`config.mk`:
```
export PLATFORM = sky130hd
export DESIGN_NAME = deadband_delta_time_logger
export DESIGN_NICKNAME = d
export VERILOG_FILES = /design/src/rtl/ddtl_pkg.sv /design/src/rtl/ddtl_div.sv /design/src/rtl/deadband_delta_time_logger.sv
export VERILOG_INCLUDE_DIRS = /design/src /design/src/rtl
export SDC_FILE = /design/constraint.sdc
export NUM_CORES = 2
export LEC_CHECK = 0
export ABC_CLOCK_PERIOD_IN_PS = 7100
export BUFFER_PORTS_ARGS = -buffer_cell sky130_fd_sc_hd__buf_2
export CORE_MARGIN = 2
export CORE_UTILIZATION = 44
export DETAILED_ROUTE_END_ITERATION = 8
export PLACE_DENSITY = 0.63
export SLEW_MARGIN = 30
export SYNTH_ARGS = -nofsm -noshare
export SYNTH_HDL_FRONTEND = slang
export SYNTH_HIERARCHICAL = 1
export SYNTH_SLANG_ARGS = --single-unit
```
`constraint.sdc`:
```
create_clock -name clk_i -period 7.1 [get_ports clk_i]
set_input_delay 1.42 -clock clk_i [delete_from_list [all_inputs] [get_ports clk_i]]
set_output_delay 1.42 -clock clk_i [all_outputs]
set_load 0.1 [all_outputs]
```
`src/rtl/assert_macros.svh`:
```
// Assertion macros shared by the RTL of the deadband logger.
// Each macro samples on the rising edge of clk_i; the modules that use them
// must have clk_i and rst_ni in scope.
`ifndef ASSERT_MACROS_SVH
`define ASSERT_MACROS_SVH

// Concurrent check that is switched off while the reset is applied.
`define ASSERT_CLK(lbl, prop, msg) \
  lbl: assert property (@(posedge clk_i) disable iff (!rst_ni) (prop)) else $error(msg);

// Concurrent check that also holds while the reset is applied.
`define ASSERT_ALWAYS(lbl, prop, msg) \
  lbl: assert property (@(posedge clk_i) (prop)) else $error(msg);

`endif

```
`src/rtl/ddtl_pkg.sv`:
```
// Shared constants and types of the deadband delta-time logger.
// Used by ddtl_div and deadband_delta_time_logger; depends on nothing else.
`timescale 1ns / 1ps
`default_nettype none

package ddtl_pkg;

  // Ring buffer depth and the widths that follow from it.
  localparam int unsigned DEPTH   = 64;
  localparam int unsigned ADDR_W  = $clog2(DEPTH);
  localparam int unsigned COUNT_W = $clog2(DEPTH + 1);

  // Field widths.
  localparam int unsigned DATA_W  = 32;
  localparam int unsigned DELTA_W = 16;
  localparam int unsigned THR_W   = 31;
  localparam int unsigned IVL_W   = 16;
  localparam int unsigned TIME_W  = 32;
  localparam int unsigned ENTRY_W = DELTA_W + DATA_W;

  // Divider widths: the dividend is 2*elapsed + interval.
  localparam int unsigned NUM_W  = TIME_W + 2;
  localparam int unsigned DEN_W  = IVL_W + 1;
  localparam int unsigned STEP_W = $clog2(NUM_W + 1);

  // Configuration port.
  localparam int unsigned PADDR_W   = 3;
  localparam int unsigned PDATA_W   = 32;
  localparam int unsigned REG_IDX_W = 1;
  localparam logic [REG_IDX_W-1:0] REG_THRESHOLD = 1'b0;
  localparam logic [REG_IDX_W-1:0] REG_INTERVAL  = 1'b1;

  // Divider status seen by the sequencer.
  typedef struct packed {
    logic busy;
    logic done;
  } div_status_t;

endpackage

`default_nettype wire

```
`src/rtl/ddtl_div.sv`:
```
// Radix-2 restoring divider that quantizes elapsed time to whole intervals,
// rounded half up and saturated to the delta width. Depends on ddtl_pkg.
`timescale 1ns / 1ps
`default_nettype none

module ddtl_div (
  input  wire logic                         clk_i,
  input  wire logic                         rst_ni,
  input  wire logic                         start_i,
  input  wire logic [ddtl_pkg::TIME_W-1:0]  elapsed_i,
  input  wire logic [ddtl_pkg::IVL_W-1:0]   interval_i,
  output logic      [ddtl_pkg::DELTA_W-1:0] quotient_o,
  output ddtl_pkg::div_status_t             status_o
);
  import ddtl_pkg::*;

  logic [NUM_W-1:0]  num_q;
  logic [DEN_W-1:0]  den_q;
  logic [DEN_W-1:0]  rem_q;
  logic [STEP_W-1:0] step_q;
  logic              busy_q;
  logic              done_q;

  logic [IVL_W-1:0]  ivl;
  logic [DEN_W:0]    rem_shift;
  logic [DEN_W:0]    rem_sub;
  logic              fits;

  // An interval of zero counts as one second.
  assign ivl       = (interval_i == '0) ? IVL_W'(1) : interval_i;
  assign rem_shift = {rem_q, num_q[NUM_W-1]};
  assign rem_sub   = rem_shift - {1'b0, den_q};
  assign fits      = (rem_shift >= {1'b0, den_q});

  always_ff @(posedge clk_i or negedge rst_ni) begin
    if (!rst_ni) begin
      busy_q <= 1'b0;
      done_q <= 1'b0;
      step_q <= '0;
    end else if (start_i) begin
      busy_q <= 1'b1;
      done_q <= 1'b0;
      step_q <= STEP_W'(NUM_W);
    end else if (busy_q) begin
      step_q <= step_q - 1'b1;
      if (step_q == STEP_W'(1)) begin
        busy_q <= 1'b0;
        done_q <= 1'b1;
      end
    end else begin
      done_q <= 1'b0;
    end
  end

  // The dividend register collects the quotient bits as it shifts out.
  always_ff @(posedge clk_i) begin
    if (start_i) begin
      num_q <= NUM_W'({elapsed_i, 1'b0}) + NUM_W'(ivl);
      den_q <= {ivl, 1'b0};
      rem_q <= '0;
    end else if (busy_q) begin
      num_q <= {num_q[NUM_W-2:0], fits};
      rem_q <= fits ? rem_sub[DEN_W-1:0] : rem_shift[DEN_W-1:0];
    end
  end

  assign quotient_o    = (|num_q[NUM_W-1:DELTA_W]) ? '1 : num_q[DELTA_W-1:0];
  assign status_o.busy = busy_q;
  assign status_o.done = done_q;

endmodule

`default_nettype wire

```
`src/rtl/deadband_delta_time_logger.sv`:
```
// Deadband change logger with a ring-buffer store of readings and time deltas.
// Depends on ddtl_pkg, ddtl_div and assert_macros.svh.
`timescale 1ns / 1ps
`default_nettype none
`include "assert_macros.svh"

// One item at a time: in_ready_o is high only while the sequencer is idle.
// The first item after reset goes straight to the done state and is stored, an
// item that falls inside the deadband passes the difference and compare states
// and is dropped, and any other item also waits in S_DIV for the divider, which
// produces one quotient bit per cycle. The result is held in an output register,
// so the next item is taken while a result still waits for out_ready_i. The store
// needs no clearing pass after reset: only entries that were written are ever used.
module deadband_delta_time_logger (
  input  wire logic                          clk_i,
  input  wire logic                          rst_ni,
  // Configuration port
  input  wire logic                          psel,
  input  wire logic                          penable,
  input  wire logic                          pwrite,
  input  wire logic [ddtl_pkg::PADDR_W-1:0]  paddr,
  input  wire logic [ddtl_pkg::PDATA_W-1:0]  pwdata,
  output logic      [ddtl_pkg::PDATA_W-1:0]  prdata,
  output logic                               pready,
  // Input channel
  input  wire logic                          in_valid_i,
  output logic                               in_ready_o,
  input  wire logic signed [ddtl_pkg::DATA_W-1:0] reading_i,
  input  wire logic [ddtl_pkg::TIME_W-1:0]   now_seconds_i,
  // Output channel
  output logic                               out_valid_o,
  input  wire logic                          out_ready_i,
  output logic                               stored_o,
  output logic      [ddtl_pkg::DELTA_W-1:0]  interval_delta_o,
  output logic      [ddtl_pkg::COUNT_W-1:0]  entry_count_o
);
  import ddtl_pkg::*;

  typedef enum logic [4:0] {
    S_IDLE = 5'b00001,
    S_DIFF = 5'b00010,
    S_CMP  = 5'b00100,
    S_DIV  = 5'b01000,
    S_DONE = 5'b10000
  } state_e;

  state_e state_q, state_d;

  // Configuration registers
  logic [THR_W-1:0] thr_q;
  logic [IVL_W-1:0] interval_q;
  logic             cfg_write;
  logic [REG_IDX_W-1:0] cfg_idx;

  // Store and bookkeeping
  logic [ENTRY_W-1:0] record_store_q [DEPTH];
  logic [DATA_W-1:0]  rdata_q;
  logic [ADDR_W-1:0]  slot_q;
  logic [ADDR_W-1:0]  newest_addr;
  logic [COUNT_W-1:0] count_q;
  logic [COUNT_W-1:0] count_next;
  logic [TIME_W-1:0]  last_time_q;

  // Item in flight
  logic [DATA_W-1:0]  reading_q;
  logic [TIME_W-1:0]  now_q;
  logic [TIME_W-1:0]  elapsed_q;
  logic [DATA_W:0]    diff_q;
  logic [DATA_W:0]    mag;
  logic               suppress;
  logic               store_q;
  logic [DELTA_W-1:0] delta_q;

  // Output register
  logic               out_valid_q;
  logic               stored_q;
  logic [DELTA_W-1:0] out_delta_q;
  logic [COUNT_W-1:0] out_count_q;

  logic               accept;
  logic               commit;
  logic               div_start;
  logic [DELTA_W-1:0] div_quotient;
  div_status_t        div_st;

  // ---------------------------------------------------------------------------
  // Configuration
  assign pready    = 1'b1;
  assign cfg_idx   = paddr[PADDR_W-1 -: REG_IDX_W];
  assign cfg_write = psel && penable && pwrite && pready;

  always_ff @(posedge clk_i or negedge rst_ni) begin
    if (!rst_ni) begin
      thr_q      <= '0;
      interval_q <= IVL_W'(1);
    end else if (cfg_write) begin
      case (cfg_idx)
        REG_THRESHOLD: thr_q      <= pwdata[THR_W-1:0];
        REG_INTERVAL:  interval_q <= pwdata[IVL_W-1:0];
        default:       ;
      endcase
    end
  end

  always_comb begin
    case (cfg_idx)
      REG_THRESHOLD: prdata = PDATA_W'(thr_q);
      REG_INTERVAL:  prdata = PDATA_W'(interval_q);
      default:       prdata = '0;
    endcase
  end

  // ---------------------------------------------------------------------------
  // Sequencer
  assign in_ready_o = (state_q == S_IDLE);
  assign accept     = in_valid_i && in_ready_o;
  assign commit     = (state_q == S_DONE) && (!out_valid_q || out_ready_i);

  // The difference is formed at 33 bits, so its magnitude never wraps.
  assign mag      = diff_q[DATA_W] ? (~diff_q + 1'b1) : diff_q;
  assign suppress = (mag < (DATA_W + 1)'(thr_q));
  assign div_start = (state_q == S_CMP) && !suppress;

  always_comb begin
    state_d = state_q;
    case (state_q)
      S_IDLE: if (accept) state_d = (count_q == '0) ? S_DONE : S_DIFF;
      S_DIFF: state_d = S_CMP;
      S_CMP:  state_d = suppress ? S_DONE : S_DIV;
      S_DIV:  if (div_st.done) state_d = S_DONE;
      S_DONE: if (commit) state_d = S_IDLE;
      default: state_d = S_IDLE;
    endcase
  end

  always_ff @(posedge clk_i or negedge rst_ni) begin
    if (!rst_ni) begin
      state_q <= S_IDLE;
      store_q <= 1'b0;
    end else begin
      state_q <= state_d;
      if (accept) begin
        store_q <= 1'b1;
      end else if (state_q == S_CMP) begin
        store_q <= !suppress;
      end
    end
  end

  always_ff @(posedge clk_i) begin
    if (accept) begin
      reading_q <= reading_i;
      now_q     <= now_seconds_i;
      elapsed_q <= now_seconds_i - last_time_q;
      delta_q   <= '0;
    end
    if (state_q == S_DIFF) begin
      diff_q <= {rdata_q[DATA_W-1], rdata_q} - {reading_q[DATA_W-1], reading_q};
    end
    if ((state_q == S_DIV) && div_st.done) begin
      delta_q <= div_quotient;
    end
  end

  ddtl_div u_div (
    .clk_i      (clk_i),
    .rst_ni     (rst_ni),
    .start_i    (div_start),
    .elapsed_i  (elapsed_q),
    .interval_i (interval_q),
    .quotient_o (div_quotient),
    .status_o   (div_st)
  );

  // ---------------------------------------------------------------------------
  // Ring buffer
  assign newest_addr = (slot_q == '0) ? ADDR_W'(DEPTH - 1) : slot_q - 1'b1;

  // The newest entry is read every cycle; its address only moves on a commit.
  always_ff @(posedge clk_i) begin
    rdata_q <= record_store_q[newest_addr][DATA_W-1:0];
    if (commit && store_q) begin
      record_store_q[slot_q] <= {delta_q, reading_q};
    end
  end

  assign count_next = (store_q && (count_q != COUNT_W'(DEPTH))) ? count_q + 1'b1 : count_q;

  always_ff @(posedge clk_i or negedge rst_ni) begin
    if (!rst_ni) begin
      slot_q      <= '0;
      count_q     <= '0;
      last_time_q <= '0;
    end else if (commit && store_q) begin
      slot_q      <= (slot_q == ADDR_W'(DEPTH - 1)) ? '0 : slot_q + 1'b1;
      count_q     <= count_next;
      last_time_q <= now_q;
    end
  end

  // ---------------------------------------------------------------------------
  // Output register
  always_ff @(posedge clk_i or negedge rst_ni) begin
    if (!rst_ni) begin
      out_valid_q <= 1'b0;
    end else if (commit) begin
      out_valid_q <= 1'b1;
    end else if (out_ready_i) begin
      out_valid_q <= 1'b0;
    end
  end

  always_ff @(posedge clk_i) begin
    if (commit) begin
      stored_q    <= store_q;
      out_delta_q <= store_q ? delta_q : '0;
      out_count_q <= count_next;
    end
  end

  assign out_valid_o      = out_valid_q;
  assign stored_o         = stored_q;
  assign interval_delta_o = out_delta_q;
  assign entry_count_o    = out_count_q;

  // ---------------------------------------------------------------------------
  // Assertions
  `ASSERT_CLK(a_count_bound, count_q <= COUNT_W'(DEPTH), "entry count above depth")
  `ASSERT_CLK(a_idle_div_free, in_ready_o |-> !div_st.busy, "divider busy while idle")
  `ASSERT_ALWAYS(a_done_in_div, div_st.done |-> (state_q == S_DIV), "divider done outside wait")
  `ASSERT_CLK(a_drop_no_delta, (out_valid_o && !stored_o) |-> (interval_delta_o == '0),
              "dropped item carries a delta")
  `ASSERT_CLK(a_slot_follows, (commit && store_q) |=> (newest_addr == $past(slot_q)),
              "newest entry does not follow the write")

endmodule

`default_nettype wire
```
### Word level (Yosys, flattened, before mapping)

Memory sizes are Yosys's and may differ from the RTL's. A register that Yosys moved wholly into a read port is not among the register bits.
Index checks and enable logic that the tools add are counted.
W data, S select, Z words.

| word-level totals | value |
|---|---|
| memory bits (writable) | 3072 |
| ROM bits | 0 |
| bits of input ports | 106 |
| memories | 1 |
| bits in latches | 0 |
| word-level logic and storage cells | 102 |
| output and inout bits | 59 |
| bits in registers | 343 |

| cells by class | value |
|---|---|
| muxes and demuxes | 32 |
| eq/ne operators | 12 |
| $add $sub $neg | 9 |
| order comparisons | 2 |
| div/mod/pow operators | 0 |
| shift-type cells | 0 |
| bitwise gates (word level) | 2 |
| reduce and logical (&&, ||, !) cells | 22 |
| multiply operators | 0 |

Memories:

| name | depth | width | read ports | clocked after Yosys merged registers in | write ports | RTL line | RTL |
|---|---|---|---|---|---|---|---|
| record_store_q | 64 | 48 | 1 | 1 | 1 | deadband_delta_time_logger.sv:56 | `logic [ENTRY_W-1:0] record_store_q [DEPTH];` |

Operators with widths:

| operator | count |
|---|---|
| $mux W34 | 2 |
| $mux W16 | 4 |
| $pmux W32 S2 | 1 |
| $add A33 B16 Y34 | 1 |
| $add A33 B1 Y33 const B | 1 |
| $lt A33 B31 Y1 | 1 |
| $mux W33 | 1 |
| $not A33 Y33 | 1 |
| $sub A32 B32 Y33 | 1 |
| $sub A32 B32 Y32 | 1 |
| $mux W5 | 5 |
| $pmux W5 S5 | 1 |
| $mux W6 | 4 |
| $ge A18 B17 Y1 | 1 |
| $reduce_or A18 Y1 | 1 |
| $mux W17 | 1 |
| $sub A17 B17 Y17 | 1 |
| $logic_not A16 Y1 | 1 |
| $mux W1 | 12 |
| $sub A6 B1 Y6 const B | 2 |
| $logic_and A1 B1 Y1 | 8 |
| $reduce_bool A2 Y1 | 4 |
| $add A7 B1 Y7 const B | 1 |
| $logic_not A7 Y1 | 1 |
| other kinds (19) | 22 |

### Depth between registers and ports, before layout

| logic depth | value |
|---|---|
| depth in word-level cells | 7 |
| gate-level depth with buffers | 21 |
| mapped depth without buffers | 20 |

### Hierarchy

Netlist, hierarchy kept.

Modules (own cells, without submodules):

| module | seq. area each (sq um) | area each (sq um) | cells each | times used |
|---|---|---|---|---|
| deadband_delta_time_logger | 69694.3 | 93339.5 | 4726 | 1 |
| ddtl_div | 2042.0 | 5363.9 | 564 | 1 |

### Worst setup path before layout

Ideal clock, no wire load.

| path | value |
|---|---|
| path kind | register -> register |
| start point | reg state_q[4] |
| end point | reg elapsed_q[0] (enable) |
| buffers on the path | 0 |
| required time | 6.651 ns |
| library setup time | 0.449 ns |
| cell stages (with the launch flop) | 5 |
| period minus slack after synthesis | 6.627 ns |
| arrival time | 6.178 ns |
| slack | 0.473 ns |
| path through | dfrtp_1 nor2_1 nor4bb_1 nand2_1 inv_1 |

| between the ends | value |
|---|---|
| word-level cells in the longest chain between the ends | 2 |

RTL lines:

| element | RTL line | RTL |
|---|---|---|
| start, declared | deadband_delta_time_logger.sv:47 | `state_e state_q, state_d;` |
| start signal, assigned | deadband_delta_time_logger.sv:141 | `state_q <= state_d;` |
| $eq A5 B1 Y1 | deadband_delta_time_logger.sv:115 | `assign in_ready_o = (state_q == S_IDLE);` |
| via in_ready_o | deadband_delta_time_logger.sv:27 | `output logic in_ready_o,` |
| $logic_and A1 B1 Y1 | deadband_delta_time_logger.sv:116 | `assign accept = in_valid_i && in_ready_o;` |
| via accept | deadband_delta_time_logger.sv:80 | `logic accept;` |
| end signal, assigned | deadband_delta_time_logger.sv:154 | `elapsed_q <= now_seconds_i - last_time_q;` |
| end, declared | deadband_delta_time_logger.sv:67 | `logic [TIME_W-1:0] elapsed_q;` |

The timed path passes the listed nets, and every way through them passes these cells.
A chain may end at the register's enable or synchronous reset.

### Final worst setup path

| path | value |
|---|---|
| start point | reg diff_q[12] |
| end point | reg u_div.num_q[14], data pin |

| between the ends | value |
|---|---|
| word-level cells in the longest chain between the ends | 7 |

RTL lines:

| element | RTL line | RTL |
|---|---|---|
| start, declared | deadband_delta_time_logger.sv:68 | `logic [DATA_W:0] diff_q;` |
| start signal, assigned | deadband_delta_time_logger.sv:158 | `diff_q <= {rdata_q[DATA_W-1], rdata_q} - {reading_q[DATA_W-1], reading_q};` |
| $not A33 Y33 | deadband_delta_time_logger.sv:120 | `assign mag = diff_q[DATA_W] ? (~diff_q + 1'b1) : diff_q;` |
| $add A33 B1 Y33 | deadband_delta_time_logger.sv:120 |  |
| $mux W33 * | deadband_delta_time_logger.sv:120 |  |
| $lt A33 B31 Y1 * | deadband_delta_time_logger.sv:121 | `assign suppress = (mag < (DATA_W + 1)'(thr_q));` |
| $logic_not A1 Y1 * | deadband_delta_time_logger.sv:122 | `assign div_start = (state_q == S_CMP) && !suppress;` |
| $logic_and A1 B1 Y1 * | deadband_delta_time_logger.sv:122 |  |
| via div_start | deadband_delta_time_logger.sv:82 | `logic div_start;` |
| $mux W34 * | ddtl_div.sv:57 | `if (start_i) begin` |
| end signal, assigned | ddtl_div.sv:58 | `num_q <= NUM_W'({elapsed_i, 1'b0}) + NUM_W'(ivl);` |
| end signal, assigned | ddtl_div.sv:62 | `num_q <= {num_q[NUM_W-2:0], fits};` |
| end, declared | ddtl_div.sv:17 | `logic [NUM_W-1:0] num_q;` |

Mark *: on every way through the listed nets, which the timed path passes. The rest lies on a longest branch.

==> summary.md <==
| Metric | Value |
|---|---|
| Detailed placer's ending HPWL | `144 mm` |
| Hold Fails Final Rpt | `0` |
| Largest stage delay, worst path | `660 ps` |
| Total negative slack | `0 ps` |
| Clk buf depth | `3` |
| Number of stages on the worst hold path | `2` |
| Max-capacitance violation count | `0` |
| Vias per cell | `5.75` |
| Port Buffers | `159` |
| RD Place Congestion | `0.834` |
| Reg2reg end | `u_div/num_q[14]` |
| Clock sink count | `2423` |
| Crit path buffers/inverters | `1` |
| Min-delay src | `now_q[24]` |
| Outcome | `completed` |
| Fmax | `0.181 GHz` |
| Initial drt markers | `5598` |
| Lkg Pwr | `37.9 nW` |
| Worst reg2reg startpoint | `diff_q[12]` |
| Cell area after layout | `112000 µm²` |
| Area grow syn2layout | `13.9%` |
| Clk_lat worst skew | `900 ps` |
| Critical Path Stages | `15` |
| DR vias | `50580` |
| CP max-delay cell | `buf_4` |
| Die width | `478 µm` |
| CP Cell Sequence | `or4_4, or4_4, or3_4, o41ai_1, xnor2_1, ha_1, nand4_1, or3_1, nor2_1, nor4_1, o2bb2ai_1, a2111o_1, nor2b_4, buf_4, mux2_2` |
| Core Util, Final | `50.5%` |
| Area after DPL | `104000 µm²` |
| Critical Path AT | `6150 ps` |
| CTS clock-pin slew for the worst setup and hold paths | `60 ps` |
| Synthesized area per cell | `18.7 µm²` |
| TritonCTS clock tree | `yes` |
| Quantity of gates resized following cts | `0` |
| CP most frequent cell | `or4_4` |
| Placed cell count | `8328` |
| CP Max Fanout | `63` |
| Endpoints failing setup | `0` |
| WS Path Type | `reg2reg` |
| PD cells | `352 nW/µm²` |
| Max rail drop VDD | `381 µV` |
| Final antenna-violating net count | `0` |
| Worst-Margin Slew | `1050 ps` |
| Crit start category | `flop` |
| Largest net degree at the start of global routing | `142` |
| Worst Slack Setup Final | `1560 ps` |
| Final Max Slew Viols | `0` |
| Crit. End Element | `flop` |
| 1st-pass router iterations | `6` |
| # IOs | `165` |
| Pre-CTS WS | `1590 ps` |
| Starting Density | `44.4%` |
| DIE AREA | `228000 µm²` |
| Worst slew margin | `29.2%` |
| GRT overflow | `0` |
| Hold WC Path Type | `reg2reg` |
| RSZ-0062 raised after global routing | `false` |
| Total core area | `223000 µm²` |
| Tmin final | `5540 ps` |
| Share of cells above drive strength 1 | `24.9%` |
| Ys Warns | `6` |
| Root buf cell | `clkbuf_16` |
| R2R Setup Slk | `1560 ps` |
| Wire per inst | `27.1 µm` |
| DIE HEIGHT | `478 µm` |
| DR DRC count | `0` |
| Gr usage total | `20.7%` |
| First-pass GRT wire length | `347 mm` |
| Vias in the first global route | `50466` |
| Std cell rows | `173` |
| Tcrit/Tclk final | `78.0%` |
| Final wirelength | `239 mm` |
| Worst hold endpoint | `last_time_q[24]` |
| # hold bufs at CTS | `0` |
| Finished Layout Cells | `8791` |
| Pwr Total | `39.5 mW` |
| Antenna violations before repair | `9` |
| Nets | `5840` |
| Skew final | `57.6 ps` |
| Crit-path leading delay family | `simple AND/OR/NAND/NOR gates` |
| Post-CTS Repair Setup Buffers | `0` |
| Max H-tree Level | `4` |
| Worst Reg-to-Reg Cells | `15` |
| Worst Hold Slack | `443 ps` |
| Net Count, Synth | `5531` |
| Critical Path RT | `7720 ps` |
| CTS Buf Count | `240` |
| Post-Syn Instances | `5289` |
| Synthesized cell area | `98700 µm²` |
where the power goes:
| part | leakage [nW] | internal (mW) | switching, mW |
|---|---|---|---|
| Sequential | 22.1 | 17.0 | 0.529 |
| Clock | 3.90 | 7.35 | 5.47 |
| Combinational | 11.9 | 3.57 | 5.59 |
| Total | 37.9 | 28.0 | 11.6 |
worst register-to-register path, cell delays in order (launching register included):
cell,delay [ps]
edfxtp_1,440
or4_4,560
or4_4,440
or3_4,420
o41ai_1,340
xnor2_1,140
ha_1,310
nand4_1,100
or3_1,390
nor2_1,110
nor4_1,50
o2bb2ai_1,130
a2111o_1,140
nor2b_4,560
buf_4,670
mux2_2,460
per-layer routing:
metal	wire length (µm)	part of all wire, %	global-route usage, %
met1	103000	43	29.6
met2	111000	47	32.3
met3	16400	6.9	3.46
met4	8150	3.4	7.31
met5	9	0.0038	0
cells in the final DEF (no fill, tap or decap), types with 18 or more instances in the layout:
cell type	instances
bufinv_16	25
nand3_1	34
dfrtp_1	105
nor2b_1	84
xnor2_1	108
a221o_1	32
buf_4	144
edfxtp_1	2267
mux4_2	514
a21oi_1	161
clkinv_1	39
ha_1	131
buf_2	158
o21ai_0	170
mux2_2	126
o21a_1	23
a21o_1	39
nand2b_1	26
clkbuf_16	240
mux2i_1	131
nand2_1	225
nor2_4	65
dfxtp_1	49
o22ai_1	31
a211oi_1	72
inv_1	159
clkinv_2	45
clkbuf_1	59
xor2_1	29
nor3_1	19
o31ai_1	18
and2_1	35
nor2_1	119
sequential cells by signal, indices dropped and copies added, names as in the netlist, 31 cells and up:
signal,count
record_store_q,2048
last_time_q,32
u_div/num_q,34
diff_q,33
reading_q,32
elapsed_q,32
rdata_q,32
thr_q,31
now_q,32
final cells by class:
cell class / count / area (µm²)
timing repair buffer: 330 / 2490
fill: 17939 / 110000
antenna: 2 / 5.00
clock inverter: 142 / 1590
tap: 2975 / 3720
inverter: 160 / 603
multi-input combinational: 2443 / 25800
sequential: 2423 / 71700
clock buffer: 316 / 6460
worst max path at each step:
stage,start,endpoint,slack [ps]
5_1_grt,diff_q[12],u_div/num_q[16],1250
3_5_place_dp,diff_q[12],u_div/num_q[14],1590
3_3_place_gp,diff_q[12],u_div/num_q[12],1670
4_1_cts,diff_q[12],u_div/num_q[14],1570
6_report,diff_q[12],u_div/num_q[14],1560
2_1_floorplan,state_q[4],elapsed_q[0],470
Note: power is estimated with default switching activity, not from simulation.
